### config.mk
export PLATFORM = sky130hd
export DESIGN_NAME = rgl_fifo
export DESIGN_NICKNAME = d
export VERILOG_FILES = /design/src/sv/rgl_pkg.sv /design/src/sv/rgl_fifo.sv
export SDC_FILE = /design/constraint.sdc
export NUM_CORES = 1
export LEC_CHECK = 0
export BUFFER_PORTS_ARGS = -buffer_cell sky130_fd_sc_hd__clkbuf_2
export CORE_MARGIN = 5
export CORE_UTILIZATION = 35
export CTS_BUF_LIST = sky130_fd_sc_hd__clkbuf_4
export DETAILED_ROUTE_END_ITERATION = 8
export PLACE_DENSITY = 0.59
export RECOVER_POWER = 50
export REMOVE_ABC_BUFFERS = 1
export SETUP_SLACK_MARGIN = 0.02
export SLEW_MARGIN = 20
export SYNTH_ARGS = -nofsm -noshare
export SYNTH_HDL_FRONTEND = slang
export SYNTH_SLANG_ARGS = --single-unit
export TNS_END_PERCENT = 1
### constraint.sdc
create_clock -name clk -period 2.4 [get_ports clk]
set_clock_uncertainty 0.1 [all_clocks]
set_input_delay 0.36 -clock clk [delete_from_list [all_inputs] [get_ports clk]]
set_output_delay 0.36 -clock clk [all_outputs]
set_load 0.03 [all_outputs]
### src/sv/rgl_pkg.sv
// Package for the rotated grid line rasterizer: register indexes, field widths,
// the work item passed from front to back, and the queue width derived from it.
`timescale 1ns / 1ps
package rgl_pkg;
    localparam int CFG_W = 32;
    localparam int IDX_W = 3;
    localparam logic [IDX_W-1:0] REG_GRID_ORIGIN   = 3'd0;
    localparam logic [IDX_W-1:0] REG_GRID_EXTENT   = 3'd1;
    localparam logic [IDX_W-1:0] REG_ROTATION      = 3'd2;
    localparam logic [IDX_W-1:0] REG_PATTERN       = 3'd3;
    localparam logic [IDX_W-1:0] REG_WINDOW_ORIGIN = 3'd4;
    localparam logic [IDX_W-1:0] REG_WINDOW_EXTENT = 3'd5;
    localparam logic [IDX_W-1:0] REG_DRAW_COLOR    = 3'd6;
    localparam int PIX_W = 11;
    localparam int FRAC_W = 15;

    typedef struct packed {
        logic [PIX_W-1:0] px;
        logic [PIX_W-1:0] py;
        logic             has_plus;
        logic             has_minus;
    } job_t;

    localparam int JOB_W = $bits(job_t);
endpackage

### src/sv/rgl_fifo.sv
// Small job queue between the front and back ends, registered memory read.
// Depends on rgl_pkg for the job type.
`timescale 1ns / 1ps
module rgl_fifo
    import rgl_pkg::*;
#(
    parameter int DEPTH = 32
) (
    input  logic clk,
    input  logic rst_n,
    input  logic wr_en,
    input  job_t wr_data,
    input  logic rd_en,
    output job_t rd_data,
    output logic empty,
    output logic [$clog2(DEPTH):0] count
);
    localparam int AW = $clog2(DEPTH);
    job_t mem [DEPTH];
    logic [AW-1:0] wp_reg, rp_reg, rp_next;
    logic [AW:0]   cnt_reg;
    job_t          rd_reg;

    assign rp_next = rd_en ? AW'((32'(rp_reg) + 1) % DEPTH) : rp_reg;

    // head entry is read ahead into a register; a write to that slot is forwarded
    always_ff @(posedge clk)
    begin
        if (wr_en)
            mem[wp_reg] <= wr_data;
        if (wr_en && (wp_reg == rp_next))
            rd_reg <= wr_data;
        else
            rd_reg <= mem[rp_next];
    end
    always_ff @(posedge clk or negedge rst_n)
    begin
        if (!rst_n)
        begin
            wp_reg  <= '0;
            rp_reg  <= '0;
            cnt_reg <= '0;
        end
        else
        begin
            if (wr_en)
                wp_reg <= AW'((32'(wp_reg) + 1) % DEPTH);
            rp_reg  <= rp_next;
            cnt_reg <= cnt_reg + (AW+1)'(wr_en) - (AW+1)'(rd_en);
        end
    end
    assign rd_data = rd_reg;
    assign empty   = (cnt_reg == '0);
    assign count   = cnt_reg;
endmodule

Word level (Yosys, flattened, before mapping). Memories as Yosys holds them, arrays and structs flattened. A register that Yosys moved wholly into a read port is not among the register bits. Cells that the tools add are included. Widths: inputs -> output; s select.

Input port bits: 28. Latch bits: 0. Bits in read-only memories: 0. Memories kept: 1. Register bits: 16. Word-level logic and storage cells: 12. Memory bits (writable): 768.

Memory list: mem (depth 32, bits a word 24, rd ports 1, clocked after Yosys merged registers in 1, wr ports 1, line rgl_fifo.sv:19) `job_t mem [DEPTH];`.

Shifts and indexed selects: 0. Add/sub/neg operators: 4. Multiplexer cells: 3. $lt $le $gt $ge: 0. Divide/modulo/power cells: 0. Equal/unequal tests: 0. Bitwise operators: 0. Reductions and logical operators: 1. Multipliers: 0.

Operators with widths (number): $add 5x1->5 const B (2); $add 6x1->6 (1); $logic_not 6->1 (1); $sub 6x1->6 (1); $mux 5 (1); $mux 1 (2).

Longest topological paths before layout.
Word-level depth: 2. Mapped depth: 10. Gate-level depth less buffers: 10.

Least setup slack after synthesis. OpenSTA, ideal clock, no wires.

Path kind: reg2reg. Start: reg wp_reg[2]. End: mem mem[4][0] in the netlist's numbering (enable). Clock period less this slack: 2606 ps. Setup slack: -206 ps. Cell stages (with the launch flop): 4. Arrival time: 2101 ps. Data required time: 1895 ps. Setup time: 405 ps. Cell sequence: dfrtp_1 > clkbuf_1 > or3b_2 > nor2_1.

RTL lines: start: declaration (line rgl_fifo.sv:20) `logic [AW-1:0] wp_reg, rp_reg, rp_next;`; start signal: assignment (line rgl_fifo.sv:47) `wp_reg <= AW'((32'(wp_reg) + 1) % DEPTH);`; end: declaration (line rgl_fifo.sv:19).

Straight into the memory's write port.

==> results_dict.tcl <==
set metrics [dict create \
    status "complete, but fails checks" \
    drt_wl_total_mm 79.80 \
    largest_reg_flops 768 \
    power_w 0.04189 \
    synth_top_area_share_pct 75.41 \
    dp_cells 2923 \
    drcViolationCount 0 \
    final-setup-viol-count 24 \
    antenna_found_initial 6 \
    netlist.top_cell.by_area "edfxtp_1" \
    gp_congestion 0.7736 \
    coreArea_um2 86750 \
    max_cap_viol_count 1 \
    async_reset_ff_share_pct 2.028 \
    path_cells "buf_6 -> buf_6 -> and4b_4 -> buf_12 -> a22oi_2 -> nand4_1 -> nor2_2 -> clkbuf_8" \
    cts_buffer_depth 3 \
    final_cells 3300 \
    place_hpwl_mm 47.68 \
    io_pins 59 \
    first_pass_iters 5 \
    crit_type "reg -> out" \
    grt_pass1_wl_mm 116.5 \
    yosys_warnings 0 \
    cp_slowest_cell "dfxtp_4" \
    regArea_um2 23580 \
    cp-end-kind "primary output" \
    cts_root_buf "clkbuf_4" \
    rr_worst_depth 8 \
    cts_buffers 189 \
    finalHoldViolCount 0 \
    crit_buf_inv 4 \
    switching_share_pct 33.48 \
    hold_path.class "in -> reg" \
    ys_top_cells_by_area "edfxtp_1 75%, mux2i_1 13%, a22oi_1 4.7%" \
    relSlewSlack_pct -0.6248 \
    path_common_cell "buf_6" \
    yosysUniqueCellTypes 36 \
    power_density_nw_per_um2 1120 \
    timing.final.crit_share_pct 139.7 \
    ys_dominant_reg_cell "edfxtp_1" \
    multi_input_comb_area_um2 7072 \
    drive_gt1_share_pct 28.87 \
    slew_violations 33 \
    final_common_cell "edfxtp_1" \
    reg2reg_from "count[0]" \
    p_leak_nw 13.10 \
    largest-register "mem" \
    cts.sinks 789 \
    seqPwrFrac_pct 39.4 \
    switchingPower_w 0.01403 \
    syn_area_um2 30580 \
    clkSlewWorstSetupHoldPaths_ps 70 \
    syn_area_per_cell_um2 18.54 \
    fmax_mhz 298.3 \
    reg2reg_setup_slack_ps 350 \
    clockPowerShare_pct 24.9 \
    gr-total-overflow 0 \
    violations "max-capacitance violations, max-slew violations, negative setup slack" \
    ys_ff_latch 789 \
    final.fill_count 7621 \
    hold-path-cell-count 3 \
    cpPeakStageDelay_ps 360 \
    intPower_w 0.02787 \
    layout_setup_ws_ps -952.2 \
    io_buffers 58 \
    startpoint_type "register" \
    cp.required_ps 1940 \
    postRouteAntennaNets 0 \
    rsz0062_at_grt "yes" \
    fp.dieArea_um2 93390 \
    hold_end "rp_reg[0]" \
    synth_edf_count 768 \
    nNetsFinal 2051 \
    grt_use_total_pct 16.95 \
    cp_top_family "simple AND/OR/NAND/NOR gates" \
    synth_cells 1649 \
    vdd_drop_max_mv 0.9937 \
    worstReg2RegEnd "count[5]" \
    dieHeight_um 305.6 \
    cts_tree "done" \
    grt_start_max_net_pins 44 \
    die_x_um 305.6 \
    cp.arrival_ps 2890 \
    min_from "rd_en" \
    mostFrequentLayoutCells "768 x edfxtp_1, 384 x mux2i_1, 266 x clkbuf_4, 148 x a22oi_1, 102 x buf_4" \
    start_util_pct 35.25 \
    clk_latency_ps 1000 \
    p_comb_share_pct 35.7 \
    num_vias 16960 \
    grt_pass1_vias 17390 \
    cts-htree-levels 4 \
    period_needed_ps 3352 \
    wl_per_cell_um 24.18 \
    row_count 108 \
    detail_route.vias_per_cell 5.140 \
    drt_iter0_drc 1545 \
    yosysSeqAreaShare_pct 77.05 \
    worst_pin_slew_ps 1509 \
    cp_max_fo 5 \
    syn2layout_area_growth_pct 22.30 \
]
routing by layer:
metal  vias up  global-route usage (%)  part of all wire (%)
met5         -                       0                 0.016
met4         2                   5.110                   2.0
met3       118                   4.002                   6.4
met2       571                   28.17                    50
met1      8742                   22.33                    42
li1       7528                       -                     -
tightest hold or removal path, stage by stage:
cell	delay, ps
dlygate4sd3_1	520
clkbuf_2	220
xor2_1	120
cell type report:
type,instances,area share [%]
Antenna cell,4,0.02676
Clock inverter,60,0.9100
Timing Repair Buffer,263,7.818
Clock buffer,263,5.279
Tap cell,1155,3.864
Inverter,14,0.1405
Multi-Input combinational cell,752,18.91
Sequential cell,789,63.05
power groups by stage:
| stage | Clock, W | Combinational, W | Sequential, W |
|---|---|---|---|
| floorplan | 0 | 0.00502 | 0.0171 |
| global placement | 0 | 0.0131 | 0.0167 |
| detailed placement | 0 | 0.0133 | 0.0168 |
| CTS | 0.0108 | 0.0149 | 0.0165 |
| global route | 0.0115 | 0.0158 | 0.0166 |
| finish | 0.0104 | 0.0149 | 0.0165 |
cells in the mapped netlist (7+ instances only):
cell / n
nand2_1: 8
ha_1: 13
buf_4: 7
mux2i_1: 384
a22oi_1: 192
xnor2_1: 7
nand4_1: 51
inv_1: 14
dfrtp_1: 16
clkbuf_1: 11
nor2_1: 57
buf_2: 67
edfxtp_1: 768
buf_6: 7
metrics by stage:
step | util (%) | TNS [ps] | hold slack [ps] | area [um2] | setup WS (ps)
finish | 43.11 | -21470 | 193.6 | 37400 | -952.2
global route | 43.10 | -25450 | 146.0 | 37390 | -1113
CTS | 42.98 | -24780 | 95.45 | 37290 | -1082
detailed placement | 39.17 | -7599 | 245.8 | 33980 | -427.8
global placement | 39.14 | -6891 | 233.3 | 33960 | -377.9
floorplan | - | -309190 | -35.59 | 30060 | -11990
kinds of logic (layout without fill, tap and decap cells):
kind of cell             count (synthesis)  count (layout)  share of synthesized area [%]
other                                    0               4                              0
AND/OR/NAND/NOR                        141             141                          2.672
AO/OA/AOI/OAI                          201             201                          4.893
buffers and inverters                  108             600                          1.866
multiplexers                           385             385                          12.61
flip-flops                             789             789                          77.05
XOR/XNOR                                11              11                         0.3150
adder cells (fa/ha/maj)                 14              14                         0.5974
worst max-delay path by stage:
stage / start / end / cells after the start
2_1_floorplan: register / rd_data[22] / 4
4_1_cts: register / rd_data[3] / 8
6_report: register / rd_data[3] / 8
3_5_place_dp: register / rd_data[9] / 7
3_3_place_gp: register / rd_data[9] / 7
5_1_grt: register / rd_data[3] / 8
timing repair:
item	in CTS	in global routing
resized for setup	128	31
hold buffers	28	0
cloned	3	0
buffers inserted	18	3
pin swaps	50	21
setup endpoints to repair	25	25
hold endpoints to repair	802	0
Note: power is estimated with default switching activity, not from simulation.
