File: config.mk
export PLATFORM = sky130hd
export DESIGN_NAME = rgl_cfg
export DESIGN_NICKNAME = d
export VERILOG_FILES = /design/src/sv/rgl_pkg.sv /design/src/sv/rgl_cfg.sv
export SDC_FILE = /design/constraint.sdc
export NUM_CORES = 1
export LEC_CHECK = 0
export BUFFER_PORTS_ARGS = -buffer_cell sky130_fd_sc_hd__buf_2
export CAP_MARGIN = 30
export CORE_ASPECT_RATIO = 2
export CORE_MARGIN = 4
export CORE_UTILIZATION = 45
export CTS_CLUSTER_SIZE = 28
export DETAILED_ROUTE_END_ITERATION = 8
export MAX_ROUTING_LAYER = met4
export PLACE_DENSITY_LB_ADDON = 0.3
export SETUP_SLACK_MARGIN = 0.15
export SLEW_MARGIN = 25
export SYNTH_ARGS = -nofsm -noshare
export SYNTH_HDL_FRONTEND = slang
export SYNTH_SLANG_ARGS = --single-unit
File: constraint.sdc
create_clock -name clk -period 1.1 [get_ports clk]
set_input_delay 0.22 -clock clk [delete_from_list [all_inputs] [get_ports clk]]
set_output_delay 0.22 -clock clk [all_outputs]
set_load 0.005 [all_outputs]
File: src/sv/rgl_pkg.sv
// Package for the rotated grid line rasterizer: register indexes, field widths,
// the work item passed from front to back, and the queue width derived from it.
`timescale 1ns / 1ps
package rgl_pkg;
    localparam int CFG_W = 32;
    localparam int IDX_W = 3;
    localparam logic [IDX_W-1:0] REG_GRID_ORIGIN   = 3'd0;
    localparam logic [IDX_W-1:0] REG_GRID_EXTENT   = 3'd1;
    localparam logic [IDX_W-1:0] REG_ROTATION      = 3'd2;
    localparam logic [IDX_W-1:0] REG_PATTERN       = 3'd3;
    localparam logic [IDX_W-1:0] REG_WINDOW_ORIGIN = 3'd4;
    localparam logic [IDX_W-1:0] REG_WINDOW_EXTENT = 3'd5;
    localparam logic [IDX_W-1:0] REG_DRAW_COLOR    = 3'd6;
    localparam int PIX_W = 11;
    localparam int FRAC_W = 15;

    typedef struct packed {
        logic [PIX_W-1:0] px;
        logic [PIX_W-1:0] py;
        logic             has_plus;
        logic             has_minus;
    } job_t;

    localparam int JOB_W = $bits(job_t);
endpackage

File: src/sv/rgl_cfg.sv
// Configuration register file for the rasterizer.
// Depends on rgl_pkg for register indexes.
`timescale 1ns / 1ps
module rgl_cfg
    import rgl_pkg::*;
(
    input  logic             clk,
    input  logic             rst_n,
    input  logic             cfg_we,
    input  logic [IDX_W-1:0] cfg_addr,
    input  logic [CFG_W-1:0] cfg_data,
    output logic [31:0]      grid_origin,
    output logic [31:0]      grid_extent,
    output logic [31:0]      rotation,
    output logic [16:0]      pattern,
    output logic [31:0]      window_origin,
    output logic [31:0]      window_extent,
    output logic [23:0]      draw_color
);
    logic [31:0] go_reg, ge_reg, rot_reg, wo_reg, we_reg;
    logic [16:0] pat_reg;
    logic [23:0] col_reg;

    always_ff @(posedge clk or negedge rst_n)
    begin
        if (!rst_n)
        begin
            go_reg  <= 32'd0;
            ge_reg  <= 32'd67109888;
            rot_reg <= 32'd1073741824;
            pat_reg <= 17'd1;
            wo_reg  <= 32'd0;
            we_reg  <= 32'd134219776;
            col_reg <= 24'hFFFFFF;
        end
        else if (cfg_we)
        begin
            case (cfg_addr)
                REG_GRID_ORIGIN:   go_reg  <= cfg_data;
                REG_GRID_EXTENT:   ge_reg  <= cfg_data;
                REG_ROTATION:      rot_reg <= cfg_data;
                REG_PATTERN:       pat_reg <= cfg_data[16:0];
                REG_WINDOW_ORIGIN: wo_reg  <= cfg_data;
                REG_WINDOW_EXTENT: we_reg  <= cfg_data;
                REG_DRAW_COLOR:    col_reg <= cfg_data[23:0];
                default: ;
            endcase
        end
    end

    assign grid_origin   = go_reg;
    assign grid_extent   = ge_reg;
    assign rotation      = rot_reg;
    assign pattern       = pat_reg;
    assign window_origin = wo_reg;
    assign window_extent = we_reg;
    assign draw_color    = col_reg;
endmodule

## Word-level counts from Yosys, hierarchy flattened

Cells that the tools add are included.

| storage, ports and cells | value |
|---|---|
| output and inout bits | 201 |
| memories kept | 0 |
| ROM bits | 0 |
| RAM bits | 0 |
| bits in latches | 0 |
| word-level logic and storage cells | 21 |
| bits of input ports | 38 |
| register bits after elaboration | 201 |

| cells by class | value |
|---|---|
| bitwise gates (word level) | 0 |
| shift operators | 0 |
| magnitude comparators | 0 |
| divide/modulo/power cells | 0 |
| multiplexer cells | 0 |
| multiply operators | 0 |
| $add $sub $neg | 0 |
| reductions and logical operators | 8 |
| equality and inequality tests | 6 |

Operators by type and width:

| operator | number |
|---|---|
| 2-bit AND reduction | 7 |
| 3-bit equality test (second input constant) | 3 |
| 3-bit by 2-bit equality test with 1-bit output (second input constant) | 2 |
| 3-bit by 1-bit equality test with 1-bit output (second input constant) | 1 |
| 3-bit zero test | 1 |

## Longest topological paths before layout

| logic depth | value |
|---|---|
| depth in word-level cells | 2 |
| gate-level depth with buffers | 5 |
| mapped depth without buffers | 2 |

## Worst setup path before layout

Ideal clock, no wire load.

| timing | value |
|---|---|
| path kind | input to register |
| start | input port cfg_we |
| end | register wo_reg[18] (netlist: window_origin[18]) |
| cell stages on the path | 5 |
| library setup time | 0.125 ns |
| setup slack | -0.316 ns |
| data required time | 0.975 ns |
| buffers on the path | 3 |
| arrival | 1.291 ns |
| cells stage by stage | buf_2 -> nor4bb_1 -> buf_2 -> buf_4 -> mux2_2 |

| on the way | value |
|---|---|
| cells in the longest elaborated chain, start to end | 1 |

RTL lines:

| element | RTL line | source |
|---|---|---|
| start, declared | rgl_cfg.sv:9 | `input logic cfg_we,` |
| 2-bit AND reduction (no source line) | -- |  |
| end signal, assigned | rgl_cfg.sv:43 | `REG_WINDOW_ORIGIN: wo_reg <= cfg_data;` |
| end, declared | rgl_cfg.sv:20 | `logic [31:0] go_reg, ge_reg, rot_reg, wo_reg, we_reg;` |

Every way passes these cells.
A chain may end at the register's enable or synchronous reset.

## Worst setup path after layout

| timing | value |
|---|---|
| start | register col_reg[23] (netlist: draw_color[23]) |
| end | output port draw_color[23] |

RTL lines:

| element | RTL line | source |
|---|---|---|
| start, declared | rgl_cfg.sv:22 | `logic [23:0] col_reg;` |
| start signal, assigned | rgl_cfg.sv:45 | `REG_DRAW_COLOR: col_reg <= cfg_data[23:0];` |
| end, declared | rgl_cfg.sv:18 | `output logic [23:0] draw_color` |

No word-level cell between the ends.

==> flow_summary.toml <==
[finish]
fin_nets = 906
final_common_cell = "buf_2"
layout-drive-gt1-share = 0.798
layout_common_cells = "buf_2 (201), dfrtp_1 (171), mux2_4 (152), buf_4 (141), buf_6 (54)"
syn2layout_area_growth_pct = 64.9
fillers = 952
antenna_cells = 0
design_area_um2 = 12500

[logic_synthesis]
yosys_warnings = 0
ys_seq_elements = 201
ys_seq_area_frac = 0.668
syn_nets = 472
syn_avg_cell_area_um2 = 17.5
synth_cells = 434
synth_top_cell_area_share = 0.564
yosysTopAreaCell = "dfrtp_1"
syn-cell-area_um2 = 7590
synth_area_leaders = "dfrtp_1 (56%), mux2_2 (24%), dfstp_2 (10%)"
synth_cell_types = 11

[sta]
slew_headroom = 0.795
timing.final.ws_setup_ns = -0.275
min_period_ns = 1.38
drv_slew = 0
rsz0062_at_grt = "true"
worst_pin_slew_ns = 0.307
setup_viol = 251
fmax_mhz = 727
final-hold-violation-count = 0
period_share = 1.25
skew_ns = 0

[setup_path]
worstPathRequired_ns = 0.88
critPathCaptureType = "output port"
worstPathMaxFanout = 2
ff2ff_path_depth = 3
r2r-end = "window_origin[16]$_DFFE_PN0P_"
cp-start-kind = "flip-flop"
worstReg2RegStart = "window_origin[16]$_DFFE_PN0P_"
worstSetupPathType = "flip-flop to output port"
cp_slowest_cell = "dfstp_2"
cpPeakStageDelay_ns = 0.56
critical_path_depth = 1
worst_ep_arrival_time_ns = 1.16
crit_family = "flip-flops"
crit_chain = "buf_2"
r2r_slack_ns = 0.05
crit_buf_inv = 1

[grt]
grt_pass1_wl_um = 36800
grt_start_max_net_pins = 36
grt_pass1_vias = 5993
grt-ovfl-total = 0
antenna_found_initial = 0
track_usage = 0.262

[power]
irDropWorstVdd_mv = 1.87
leakagePower_uw = 0.00634
finalPower_uw = 24100
powerDensity_nw_per_um2 = 1930

[floorplanning]
die_h_um = 192
rows = 66
die_x_um = 99.8
coreArea_um2 = 16400
fp.dieArea_um2 = 19100
start_util = 0.462
top_level_ports = 239

[status]
status = "complete, but fails checks"
violations = "setup timing"

[clock_network]
clk_path_buf_depth = 3
cts_max_level = 1
clkLatencyLatePin_ns = 0.48
root_buffer = "clkbuf_16"
cts_buffers = 18
cts.sinks = 201
cts_tree = "yes"
path_clk_slew_ns = 0.07

[route]
drt-total-wl_um = 26000
num_vias = 5642
via_per_inst = 5.20
ant_nets = 0
post_drt_wl_per_cell_um = 24.0
first_iter_violations = 164
dr.pass1.iters = 4
drc_errors = 0

[run]
maxCapViolCount = 0

[placement]
hpwl_um = 14800
numPortBuffers = 238
dpl_cell_area_um2 = 9640
gp_congestion = 0.836

[min_path]
hold_depth = 2
hold_path_end = "window_extent[24]$_DFFE_PN0P_"
hp-class = "primary input to flip-flop"
hold_start = "cfg_data[24]"
## repair_timing
action,4_1_cts,5_1_grt
gates resized for setup,121,41
hold endpoints to repair,175,0
endpoints found under the setup margin,361,359
buffers inserted,87,70
hold buffers,1,0
gates cloned,14,1
pin swaps,4,5
## kinds of logic (layout without fill, tap and decap cells)
group,after synthesis,in the layout,synth area share
DFF,201,201,0.668
and+or+nand+nor,7,7,0.0134
buffers and inverters,25,471,0.0204
muxes,201,201,0.298
## cell usage after synthesis (all sizes together)
library cell and instances:
nor4b 1, mux2 201, dfrtp 171, nand4b 3, buf 25, nor4bb 3, dfstp 30
## worst max-delay path by stage
stage	from	end	slack [ns]
2_1_floorplan	cfg_addr[2]	grid_origin[0]$_DFFE_PN0P_	-0.29
3_3_place_gp	cfg_addr[0]	grid_origin[28]$_DFFE_PN0P_	-0.53
3_5_place_dp	cfg_addr[0]	grid_origin[8]$_DFFE_PN0P_	-0.56
4_1_cts	draw_color[23]$_DFFE_PN1P_	draw_color[23]	-0.28
5_1_grt	draw_color[23]$_DFFE_PN1P_	draw_color[23]	-0.30
6_report	draw_color[23]$_DFFE_PN1P_	draw_color[23]	-0.28
## power breakdown
| group | internal (µW) | leakage, µW | switching (µW) | total, µW |
|---|---|---|---|---|
| clock | 3840 | 0.000302 | 2690 | 6540 |
| combinational | 4850 | 0.00367 | 2460 | 7310 |
| sequential | 9210 | 0.00237 | 1040 | 10300 |
| total | 17900 | 0.00634 | 6200 | 24100 |
## metal layers
metal,vias up,global-route usage,share of wire
li1,2411,-,-
met1,2946,0.292,0.35
met2,220,0.479,0.56
met3,65,0.0298,0.050
met4,0,0.0931,0.040
met5,-,-,0
## area by class of cell
type,instances,area (µm²),share of cell area
Clock buffer,27,536,0.0428
Tap cell,204,255,0.0204
Timing Repair Buffer,439,3590,0.287
Sequential cell,201,5070,0.405
Clock inverter,5,75.1,0.00600
Multi-Input combinational cell,208,2990,0.239
## through the flow
stage	cells	TNS [ns]	setup WS (ns)	util	hold slack, ns
after detailed placement	879	-84.47	-0.559	0.586	0.145
after floorplan	434	-38.40	-0.289	-	-0.0756
after global routing	1084	-34.73	-0.296	0.762	0.0509
after global placement	879	-79.77	-0.535	0.586	0.140
after CTS	1013	-29.04	-0.282	0.717	0.0444
final	1084	-28.28	-0.275	0.762	0.0567
## flip-flops by register name (all words and copies together) (netlist names)
name	cells
grid_extent	32
grid_origin	32
rotation	32
window_extent	32
window_origin	32
draw_color	24
pattern	17
(Power assumes the default switching activity.)
