**src/sv/rgl_pkg.sv**
```systemverilog
// Package for the rotated grid line rasterizer: register indexes, field widths,
// the work item passed from front to back, and the queue width derived from it.
`timescale 1ns / 1ps
package rgl_pkg;
    localparam int CFG_W = 32;
    localparam int IDX_W = 3;
    localparam logic [IDX_W-1:0] REG_GRID_ORIGIN   = 3'd0;
    localparam logic [IDX_W-1:0] REG_GRID_EXTENT   = 3'd1;
    localparam logic [IDX_W-1:0] REG_ROTATION      = 3'd2;
    localparam logic [IDX_W-1:0] REG_PATTERN       = 3'd3;
    localparam logic [IDX_W-1:0] REG_WINDOW_ORIGIN = 3'd4;
    localparam logic [IDX_W-1:0] REG_WINDOW_EXTENT = 3'd5;
    localparam logic [IDX_W-1:0] REG_DRAW_COLOR    = 3'd6;
    localparam int PIX_W = 11;
    localparam int FRAC_W = 15;

    typedef struct packed {
        logic [PIX_W-1:0] px;
        logic [PIX_W-1:0] py;
        logic             has_plus;
        logic             has_minus;
    } job_t;

    localparam int JOB_W = $bits(job_t);
endpackage

```
**src/sv/rgl_back.sv**
```systemverilog
// Back end: expands one job into one, three or five pixel writes, with an
// output register. Depends on rgl_pkg.
`timescale 1ns / 1ps
module rgl_back
    import rgl_pkg::*;
(
    input  logic        clk,
    input  logic        rst_n,
    input  logic        job_valid,
    input  job_t        job,
    output logic        job_take,
    input  logic [23:0] draw_color,
    output logic        m_axis_tvalid,
    input  logic        m_axis_tready,
    output logic [47:0] m_axis_tdata,
    output logic        m_axis_tlast
);
    localparam logic [2:0] P_CENTER = 3'd0;
    localparam logic [2:0] P_YP     = 3'd1;
    localparam logic [2:0] P_XP     = 3'd2;
    localparam logic [2:0] P_YM     = 3'd3;
    localparam logic [2:0] P_XM     = 3'd4;

    logic [2:0]       ph_reg, ph_next;
    logic             ov_reg;
    logic [PIX_W-1:0] ox_reg, oy_reg;
    logic [23:0]      oc_reg;
    logic             ol_reg;
    logic             load, last;
    logic [PIX_W-1:0] x, y;

    assign load = job_valid && (!ov_reg || m_axis_tready);

    always_comb
    begin
        x = job.px;
        y = job.py;
        last = 1'b0;
        ph_next = ph_reg;
        case (ph_reg)
            P_CENTER:
            begin
                last = !job.has_plus && !job.has_minus;
                ph_next = job.has_plus ? P_YP : P_YM;
            end
            P_YP:     begin y = job.py + PIX_W'(1); ph_next = P_XP; end
            P_XP:
            begin
                x = job.px + PIX_W'(1);
                last = !job.has_minus;
                ph_next = P_YM;
            end
            P_YM:     begin y = job.py - PIX_W'(1); ph_next = P_XM; end
            P_XM:     begin x = job.px - PIX_W'(1); last = 1'b1; end
            default:  last = 1'b1;
        endcase
        if (last)
            ph_next = P_CENTER;
    end

    assign job_take = load && last;

    always_ff @(posedge clk or negedge rst_n)
    begin
        if (!rst_n)
        begin
            ph_reg <= P_CENTER;
            ov_reg <= 1'b0;
        end
        else
        begin
            if (load)
            begin
                ph_reg <= ph_next;
                ov_reg <= 1'b1;
            end
            else if (m_axis_tready)
                ov_reg <= 1'b0;
        end
    end
    always_ff @(posedge clk)
    begin
        if (load)
        begin
            ox_reg <= x;
            oy_reg <= y;
            oc_reg <= draw_color;
            ol_reg <= last;
        end
    end

    assign m_axis_tvalid = ov_reg;
    assign m_axis_tdata  = {2'b00, oc_reg, oy_reg, ox_reg};
    assign m_axis_tlast  = ol_reg;
endmodule

```
**config.mk**
```make
export PLATFORM = sky130hd
export DESIGN_NAME = rgl_back
export DESIGN_NICKNAME = d
export VERILOG_FILES = /design/src/sv/rgl_pkg.sv /design/src/sv/rgl_back.sv
export SDC_FILE = /design/constraint.sdc
export NUM_CORES = 1
export LEC_CHECK = 0
export BUFFER_PORTS_ARGS = -buffer_cell sky130_fd_sc_hd__buf_2
export CAP_MARGIN = 15
export CORE_UTILIZATION = 30
export DETAILED_ROUTE_END_ITERATION = 8
export PLACE_DENSITY = 0.64
export SYNTH_ARGS = -nofsm -noshare
export SYNTH_HDL_FRONTEND = slang
export SYNTH_SLANG_ARGS = --single-unit
```
**constraint.sdc**
```tcl
create_clock -name clk -period 2.5 [get_ports clk]
set_input_delay 0 -clock clk [delete_from_list [all_inputs] [get_ports clk]]
set_output_delay 0 -clock clk [all_outputs]
set_load 0.05 [all_outputs]
```
# Yosys cells after proc, flatten, opt, wreduce, memory -nomap -nowiden
# Index checks and enable logic that the tools add are counted.
# word_totals
latch_bits	0
regBits	51
ram_bits	0
romBits	0
n_memories	0
# classes
mux	8
bitwise	0
n_div	0
n_addsub	4
order_cmp	0
eq_ne	4
mul	0
shifts	0
n_reduce_logical	12
# op_table
op	n
$pmux W11 S2	2
$add A11 B1 Y11 const B	2
$sub A11 B1 Y11 const B	2
$pmux W3 S4	1
$eq A3 B2 Y1 const B	2
$reduce_bool A5 Y1	1
$eq A3 B1 Y1 const B	1
$eq A3 B3 Y1 const B	1
$logic_and A1 B1 Y1	3
$logic_not A1 Y1	3
$logic_not A3 Y1	1
$mux W3	1
$pmux W1 S3	1
$mux W1	2
$mux W2	1
$reduce_and A2 Y1	1
$reduce_bool A2 Y1	1
$reduce_or A2 Y1	1
$logic_or A1 B1 Y1	1

# Logic depth before layout (Yosys ltp)
# Gate-level depths: netlist of the first run.
# logic_depth
word_depth	5
ltp_mapped	8
ltp_nobuf	7

# Worst setup path before layout of the first run
# Ideal clock, no wire load.
# synth_path
kind	reg2out
startpoint	register ov_reg (netlist: m_axis_tvalid)
endpoint	output port job_take
path_slack_ns	0.111
n_path_buf	0
t_arrival_ns	2.389
stages_incl_launch_ff	5
path_cell_list	dfrtp_1 > nand2b_1 > nand2_1 > inv_1 > and2_1
# synth_via
elab_chain_cells	4
# synth_lines
element	line_no	text
from (decl)	rgl_back.sv:25	logic ov_reg;
from (signal assigned)	rgl_back.sv:68	ov_reg <= 1'b0;
from (signal assigned)	rgl_back.sv:75	ov_reg <= 1'b1;
from (signal assigned)	rgl_back.sv:78	ov_reg <= 1'b0;
$logic_not A1 Y1	rgl_back.sv:32	assign load = job_valid && (!ov_reg || m_axis_tready);
$logic_or A1 B1 Y1	rgl_back.sv:32	
$logic_and A1 B1 Y1	rgl_back.sv:32	
named net load	rgl_back.sv:29	logic load, last;
$logic_and A1 B1 Y1	rgl_back.sv:61	assign job_take = load && last;
to (decl)	rgl_back.sv:11	output logic job_take,
# The timed path passes the listed nets, and every way through them passes these cells.

# Final worst setup path of the first run
# layout_path
startpoint	register ph_reg[0]
endpoint	register ox_reg[8] (data pin)
# layout_via
elab_chain_cells	2
# layout_lines
element	line_no	text
from (decl)	rgl_back.sv:24	logic [2:0] ph_reg, ph_next;
from (signal assigned)	rgl_back.sv:74	ph_reg <= ph_next;
$eq A3 B3 Y1 or $eq A3 B2 Y1 (tied branches)	rgl_back.sv:40	case (ph_reg)
$pmux W11 S2 *	rgl_back.sv:40	
named net x[8]	rgl_back.sv:30	logic [PIX_W-1:0] x, y;
to (signal assigned)	rgl_back.sv:85	ox_reg <= x;
to (decl)	rgl_back.sv:26	logic [PIX_W-1:0] ox_reg, oy_reg;
# The timed path passes the listed nets; every way through them passes the cells marked *.
# A chain may end at the register's enable or synchronous reset.

==> metrics.md, run 1 <==
| Metric | Value |
|---|---|
| Max_cap viols | `0` |
| Core footprint | `8300 sq um` |
| Setup crit end | `ox_reg[8]` |
| Overflow after GRT | `0` |
| Die ar. | `9010 sq um` |
| Initial core utilization | `31.2%` |
| Cts bufs inserted | `5` |
| H-tree depth | `2` |
| Non-Filler Cell Area, Final | `3600 sq um` |
| Resize count post-CTS | `0` |
| Post-CTS setup buffers | `0` |
| Fin nets | `between 300 and 400` |
| Die W | `94.9 um` |
| FFs w/ async S/R, synth | `under 10%` |
| Leakage | `1.42 nW` |
| Synth top area cells | `edfxtp_1 54%, xnor2_1 4.7%, dfrtp_1 3.9%` |
| Gate count of the mapped netlist | `216` |
| GRT Util Overall | `approximately an eighth` |
| Root buf cell | `clkbuf_8` |
| EDFF count, synth | `47` |
| Site Rows | `33` |
| CP max stage delay | `around 0.40 ns` |
| Final hold slack | `0.0194 ns` |
| Clock Latency Late Sink | `0.30 ns` |
| Ports | `103` |
| Leading area contributor after synthesis | `edfxtp_1` |
| Avg Inst Size Synth | `12.0 sq um` |
| Post-route setup TNS | `0 ns` |
| Placer Congestion | `between 0.8 and 0.9` |
| # port buffers | `100` |
| Most frequent cells in the layout | `100 x buf_2, 47 x edfxtp_1, 28 x dlygate4sd3_1` |
| CTS sink cnt | `51` |
| Die Height | `between 90 and 100 um` |
| First-pass GRT wire length | `9250 um` |
| Max Clock Skew | `0.00648 ns` |
| Top-area cell type share of the netlist area | `54.5%` |
| Worst R2R Start | `ph_reg[0]` |
| Initial DRC Count | `between 100 and 150` |
| Fraction of layout cells with a size suffix above 1 | `around 36%` |
| Routed vias | `between 2,000 and 2,500` |
| Fmax | `456 MHz` |
| WL/cell | `13.5 um` |
| Drt via density | `4.83` |
| Final Core Density | `43.4%` |
| Register bit total from synthesis | `51` |
| Finish-stage setup viols | `0` |
| Fill cells | `810` |
| Crit Path Max Fanout | `6` |
| Crit end category | `flop` |
| Vias in the first global route | `2,016` |
| CTS tree | `yes` |
| CTS Buffer Depth | `2` |
| Synth Flop Type | `edfxtp_1` |
| Worst EP required | `between 2 and 3 ns` |
| Max VDD drop | `0.309 mV` |
| RR Endpoint | `ox_reg[8]` |
| Largest register FFs | `24` |
| Tmin final | `2.19 ns` |
| CP max-delay cell | `or3b_1` |
| Placed cell areas | `approximately 3200 sq um` |
| Crit start category | `flop` |
| Setup CP Type | `reg2reg` |
| CP cell instances | `or3b_1, xnor2_1, ha_1, or3_1, nor4_1, o21ai_0, xnor2_1` |
| Largest net degree at the start of global routing | `44` |
| R2R Setup Slk | `0.31 ns` |
| Period utilization | `87.8%` |
| Synthesized area | `2590 sq um` |
| CTS Hold Bufs | `28` |
| Cell variety after synth | `52` |
| Total power density per cell area | `around 740 nW/um^2` |
| Pre-antenna DRT Iters | `4` |
| Final hold viol count | `0` |
| Total Routed Length | `6030 um` |
| Yosys warning count | `0` |
| Placement Setup Slack | `roughly 0.30 ns` |
| Diodes inserted | `0` |
| DRC Markers | `0` |
| Area added between synthesis and finish | `39.0%` |
| Worst-path clk slew | `0.09 ns` |
| Seq/Total Area, Yosys | `58.3%` |
| R2R depth | `7` |
| DP HPWL | `4280 um` |
| Critical path's most frequent cell | `xnor2_1` |
| Routed Antenna Nets | `0` |
| Outcome | `finished clean` |
| Worst endpoint data arrival time | `2.25 ns` |
| Tightest Hold Check Type | `in2async` |
| Initial antenna violation count | `0` |
| Commonest non-fill, non-tap cell in the layout | `buf_2` |
| CP startpoint | `ph_reg[0]` |
| Setup WS post-layout | `0.306 ns` |
| Max-slew violation total from the final report | `0` |
| Unrepaired setup endpoints after global routing | `false` |
how the worst min path moves through the flow:
stage | from | endpoint | slack [ns]
2_1_floorplan | rst_n | m_axis_tvalid | -0.30
3_3_place_gp | rst_n | m_axis_tvalid | -0.19
3_5_place_dp | rst_n | m_axis_tvalid | -0.19
4_1_cts | rst_n | m_axis_tvalid | 0.01
5_1_grt | rst_n | m_axis_tvalid | 0.008
6_report | rst_n | m_axis_tvalid | 0.02
cell type report:
| class | count | area, sq um | share of cell area [%] |
|---|---|---|---|
| tap | 105 | 131 | 3.65 |
| multi-input combinational | 144 | 991 | 27.5 |
| clock buffer | 5 | 68.8 | 1.91 |
| timing repair buffer | 134 | 838 | 23.3 |
| sequential | 51 | 1510 | 42.0 |
| inverter | 6 | 22.5 | 0.625 |
| clock inverter | 2 | 37.5 | 1.04 |
routing by layer:
layer	global-route usage (%)	share of wire, %
met4	4.67	0.95
met2	22.7	48
met5	0	0
met3	2.98	7.0
met1	16.6	44
metrics by stage:
stage	instances	power (W)
floorplan	217	0.00182
global placement	412	0.00208
detailed placement	412	0.00209
CTS	447	0.00270
global route	447	0.00281
finish	447	0.00266
power breakdown:
group          switching (W)  internal [W]  leakage (nW)  total (W)
sequential         0.0000236       0.00105         0.496    0.00108
combinational       0.000677      0.000347         0.870    0.00102
clock               0.000270      0.000293        0.0502   0.000563
total               0.000970       0.00169          1.42    0.00266
Yosys cell counts (all sizes together) (4+ instances only):
cell,number
clkbuf,11
nand3,9
nand2,14
xor2,7
dfrtp,4
edfxtp,47
nor3,4
inv,6
a21oi,4
o21ai,6
nor2,10
mux2i,5
or4,7
or3,6
xnor2,14
nor4,8
buf,5
cell families (layout without fill, tap and decap cells):
group	count (synthesis)	in the layout	synth area share [%]
other	1	2	0.145
flip-flops	51	51	58.3
buffers and inverters	22	147	3.57
multiplexers	6	6	2.37
AND/OR/NAND/NOR	84	84	19.5
XOR/XNOR	21	21	7.10
adder cells (fa/ha/maj)	2	2	0.966
AO/OA/AOI/OAI	29	29	8.06
worst max-delay path, delay by kind of cell, from the launching register on:
family | cells | cell delay (ns)
AO/OA/AOI/OAI | 1 | 0.14
XOR/XNOR | 2 | 0.28
adder cells (fa/ha/maj) | 1 | 0.24
flip-flops | 1 | 0.38
AND/OR/NAND/NOR | 3 | 0.91
Power figures use the tool's default switching activity.
==> inputs of run 2 (changes only) <==
- RECOVER_POWER: default -> 50
==> run 2 against run 1 <==
Die area stayed put; via count is essentially flat; combinational power about the same; wire length increased by 0.78%; critical endpoint unchanged; largest cell class unchanged; highest routed layer unchanged.
==> metrics.md, run 2 (same netlist as run 1, synthesis figures left out) <==
| Metric | Value |
|---|---|
| Drt via density | `~4.8` |
| Placer Congestion | `0.843` |
| CP cell instances | `or3b_1, xnor2_1, ha_1, or3_1, nor4_1, o21ai_0, xnor2_1` |
| Unrepaired setup endpoints after global routing | `false` |
| CTS sink cnt | `51` |
| Max_cap viols | `0` |
| Worst endpoint data arrival time | `2.25 ns` |
| Site Rows | `33` |
| Post-route setup TNS | `0 ns` |
| First-pass GRT wire length | `9250 um` |
| Tmin final | `between 2 and 2.5 ns` |
| Worst R2R Start | `ph_reg[0]` |
| Max VDD drop | `0.309 mV` |
| CTS Hold Bufs | `28` |
| Max-slew violation total from the final report | `0` |
| Initial DRC Count | `121` |
| Clock Latency Late Sink | `around 0.3 ns` |
| R2R depth | `7` |
| DP HPWL | `4280 um` |
| DRC Markers | `0` |
| Die ar. | `9010 sq um` |
| CTS Buffer Depth | `2` |
| CTS tree | `yes` |
| Final Core Density | `42.7%` |
| Commonest non-fill, non-tap cell in the layout | `buf_2` |
| Fin nets | `396` |
| Cts bufs inserted | `5` |
| Worst-path clk slew | `about 0.090 ns` |
| Crit Path Max Fanout | `6` |
| Placement Setup Slack | `0.299 ns` |
| Core footprint | `8300 sq um` |
| Rel. slew slack | `56.2%` |
| CP max stage delay | `0.40 ns` |
| CP startpoint | `ph_reg[0]` |
| Startpoint of the worst hold path | `job[22]` |
| WL/cell | `13.6 um` |
| # port buffers | `100` |
| Finish-stage setup viols | `0` |
| Die Height | `94.9 um` |
| CP max-delay cell | `or3b_1` |
| Routed Antenna Nets | `0` |
| GRT Util Overall | `approximately an eighth` |
| Final hold slack | `0.0397 ns` |
| Setup crit end | `ox_reg[8]` |
| Fill cells | `around 830` |
| Final non-filler cell total | `447` |
| Total power density per cell area | `about 750 nW/um^2` |
| Largest net degree at the start of global routing | `44` |
| Die W | `between 90 and 100 um` |
| Post-CTS setup buffers | `0` |
| Tightest Hold Check Type | `in2reg` |
| Crit start category | `flop` |
| Outcome | `finished clean` |
| H-tree depth | `2` |
| Initial antenna violation count | `0` |
| Fmax | `455 MHz` |
| Crit end category | `flop` |
| Resize count post-CTS | `0` |
| Critical path's most frequent cell | `xnor2_1` |
| Leakage | `between 1 and 1.5 nW` |
| Setup CP Type | `reg2reg` |
| Placed Cells | `412` |
| Diodes inserted | `0` |
| R2R Setup Slk | `0.30 ns` |
| Total Routed Length | `6070 um` |
| Setup WS post-layout | `0.305 ns` |
| Overflow after GRT | `0` |
| Pre-antenna DRT Iters | `4` |
| Most frequent cells in the layout | `52 x buf_2, 48 x clkbuf_1, 47 x edfxtp_1` |
| Worst EP required | `2.56 ns` |
| Vias in the first global route | `about 2,000` |
| Largest register FFs | `24` |
| Fraction of layout cells with a size suffix above 1 | `21.9%` |
| Final hold viol count | `0` |
| Area added between synthesis and finish | `36.6%` |
| Routed vias | `between 2,000 and 2,500` |
| Slew @ Worst Pin | `0.660 ns` |
| Initial core utilization | `between 30% and 40%` |
| Ports | `103` |
| Root buf cell | `clkbuf_8` |
| RR Endpoint | `ox_reg[8]` |
| Max Clock Skew | `0.00676 ns` |
| Period utilization | `87.8%` |
[run 2: cell types whose count changed in the layout (fill, tap and decap cells not counted), sizes merged]
cell / change
clkbuf: +48
buf: -48
[run 2: worst min-delay path by stage]
stage                     to  slack (ns)  cells past startpoint
2_1_floorplan  m_axis_tvalid       -0.30                      0
3_3_place_gp   m_axis_tvalid       -0.19                      1
3_5_place_dp   m_axis_tvalid       -0.19                      1
4_1_cts        m_axis_tvalid        0.01                      2
5_1_grt            oy_reg[8]        0.03                      2
6_report           ox_reg[9]        0.04                      2
[run 2: per-layer routing]
metal	track usage, %	vias up	share of wire (%)
li1	-	1066	-
met1	16.6	992	44
met2	22.7	94	48
met3	2.98	4	7.5
met4	4.67	0	0.94
met5	0	-	0
[run 2: metrics by stage]
stage | power (W) | area [sq um]
after floorplan | 0.00182 | 2590
after CTS | 0.00270 | 3600
after detailed placement | 0.00209 | 3210
after global routing | 0.00279 | 3540
after global placement | 0.00208 | 3210
final | 0.00265 | 3540
[run 2: layout make-up]
cell class / count / area, sq um / area share (%)
clock inverter: 2 / 37.5 / 1.06
clock buffer: 5 / 68.8 / 1.94
inverter: 6 / 22.5 / 0.636
tap: 105 / 131 / 3.71
timing repair buffer: 134 / 778 / 22.0
multi-input combinational: 144 / 991 / 28.0
sequential: 51 / 1510 / 42.7
[run 2: where the power goes]
group / leakage (nW) / internal, W / switching [W]
Sequential: 0.496 / 0.00105 / 0.0000257
Clock: 0.0502 / 0.000293 / 0.000269
Combinational: 0.738 / 0.000328 / 0.000677
[run 2: worst max-delay path: cells and delay by family, from the launching register on]
family | cells | cell delay (ns)
AND/OR/NAND/NOR | 3 | 0.91
adder cells (fa/ha/maj) | 1 | 0.24
flip-flops | 1 | 0.38
AO/OA/AOI/OAI | 1 | 0.14
XOR/XNOR | 2 | 0.28
==> inputs of run 3 (changes only) <==
- CAP_MARGIN: 15 -> 25
- PLACE_DENSITY: 0.64 -> 0.5
==> run 3 against run 2 <==
Worst setup slack got worse by 0.0088 ns; non-clock buffer count increased by 1; global-route usage increased by 0.12 points; sequential cell count unchanged; final cell count is 0.45% higher; via count hardly changed; maximum frequency shrank 0.40%; first-iteration DRC count down 32%; critical endpoint unchanged.
==> metrics.md, run 3 (same netlist as run 1, synthesis figures left out) <==
| Metric | Value |
|---|---|
| Outcome | `finished clean` |
| Sw Share | `38.6%` |
| Largest register FFs | `24` |
| Root buf cell | `clkbuf_8` |
| Area added between synthesis and finish | `36.4%` |
| CTS tree | `yes` |
| Die W | `roughly 95 um` |
| Initial antenna violation count | `0` |
| Initial core utilization | `31.2%` |
| Total power density per cell area | `727 nW/um^2` |
| DP HPWL | `around 4200 um` |
| H-tree depth | `2` |
| Slew @ Worst Pin | `around 0.66 ns` |
| Drt via density | `about 4.8` |
| Largest net degree at the start of global routing | `44` |
| Site Rows | `33` |
| # port buffers | `100` |
| Crit end category | `flop` |
| Routed Antenna Nets | `0` |
| WL/cell | `13.7 um` |
| Diodes inserted | `0` |
| Tightest Hold Check Type | `in2reg` |
| CTS Buffer Depth | `2` |
| Fill cells | `834` |
| Pre-antenna DRT Iters | `4` |
| Worst EP required | `around 2.6 ns` |
| Setup CP Type | `reg2reg` |
| Vias in the first global route | `roughly 2,000` |
| CTS sink cnt | `51` |
| Clock share of power | `18.9%` |
| Crit Path Max Fanout | `6` |
| Period utilization | `88.2%` |
| CTS Hold Bufs | `29` |
| Ports | `103` |
| Most frequent cells in the layout | `53 x buf_2, 47 x edfxtp_1, 47 x clkbuf_1` |
| Leakage | `1.28 nW` |
| Max Clock Skew | `around 0.0084 ns` |
| Placer Congestion | `0.783` |
| Die Height | `about 95 um` |
| Max_cap viols | `0` |
| Logic pwr share | `about two fifths` |
| Internal power | `roughly 0.0016 W` |
| Overflow after GRT | `0` |
| Initial DRC Count | `82` |
| Reg power frac | `41.9%` |
| GRT Util Overall | `13.5%` |
| Max-slew violation total from the final report | `0` |
| Core footprint | `between 8000 and 9000 sq um` |
| Sw Pwr | `0.000992 W` |
| Final hold viol count | `0` |
| Unrepaired setup endpoints after global routing | `false` |
| Max VDD drop | `0.304 mV` |
| Resize count post-CTS | `0` |
| Commonest non-fill, non-tap cell in the layout | `buf_2` |
| Worst endpoint data arrival time | `2.27 ns` |
| Fraction of layout cells with a size suffix above 1 | `22.1%` |
| Final hold slack | `0.0285 ns` |
| Total Routed Length | `6150 um` |
| Post-route setup TNS | `0 ns` |
| Fmax | `454 MHz` |
| First-pass GRT wire length | `9290 um` |
| Worst-path clk slew | `0.10 ns` |
| Post-CTS setup buffers | `0` |
| Crit start category | `flop` |
| Finish-stage setup viols | `0` |
| Tmin final | `~2.2 ns` |
| DRC Markers | `0` |
| Die ar. | `around 9000 sq um` |
| Cts bufs inserted | `5` |
| Fin nets | `397` |
| Rel. slew slack | `between 50% and 60%` |
| Clock Latency Late Sink | `~0.30 ns` |
| Routed vias | `2,157` |
-- run 3: path summary, 6_finish.rpt --
check	startpoint	end	slack, ns	cells past startpoint
min reg2reg	ph_reg[2]	ph_reg[1]	0.64	2
max	ph_reg[0]	ox_reg[8]	0.30	7
max reg2reg	ph_reg[0]	ox_reg[8]	0.30	7
min in group asynchronous	rst_n	ph_reg[2]	0.56	3
max in group asynchronous	rst_n	ph_reg[1]	1.78	3
min	job[22]	ox_reg[9]	0.03	2
-- run 3: area by class of cell --
class                      instances  area (sq um)  area share (%)
clock buffer                       5          68.8            1.95
clock inverter                     3          20.0           0.566
inverter                           6          22.5           0.637
multi-input combinational        144           991            28.0
sequential                        51          1510            42.8
tap                              105           131            3.72
timing repair buffer             135           790            22.3
-- run 3: critical path: stages, from the launching register on --
cell and delay (ns):
dfrtp_1 0.39, or3b_1 0.41, xnor2_1 0.14, ha_1 0.24, or3_1 0.35, nor4_1 0.16, o21ai_0 0.13, xnor2_1 0.14
-- run 3: layer usage --
metal	up-vias	wire length, um	GRT usage [%]
met5	-	0	0
met4	0	95	4.80
met3	7	309	2.17
met2	76	2860	22.7
met1	1005	2880	17.3
li1	1069	-	-
-- run 3: per-stage QoR --
stage	cells	power (W)	instance area, sq um	utilization [%]	setup WS, ns
2_1_floorplan	217	0.00182	2590	-	0.111
3_3_place_gp	412	0.00209	3210	38.7	0.329
3_5_place_dp	412	0.00209	3210	38.7	0.291
4_1_cts	449	0.00262	3590	43.3	0.279
5_1_grt	449	0.00271	3530	42.6	0.0660
6_report	449	0.00257	3530	42.6	0.296
-- run 3: power groups by stage --
stage / clock network [W] / registers, W / logic, W
2_1_floorplan: 0 / 0.00135 / 0.000476
3_3_place_gp: 0 / 0.00109 / 0.000999
3_5_place_dp: 0 / 0.00109 / 0.000994
4_1_cts: 0.000509 / 0.00107 / 0.00103
5_1_grt: 0.000529 / 0.00109 / 0.00109
6_report: 0.000484 / 0.00108 / 0.00101
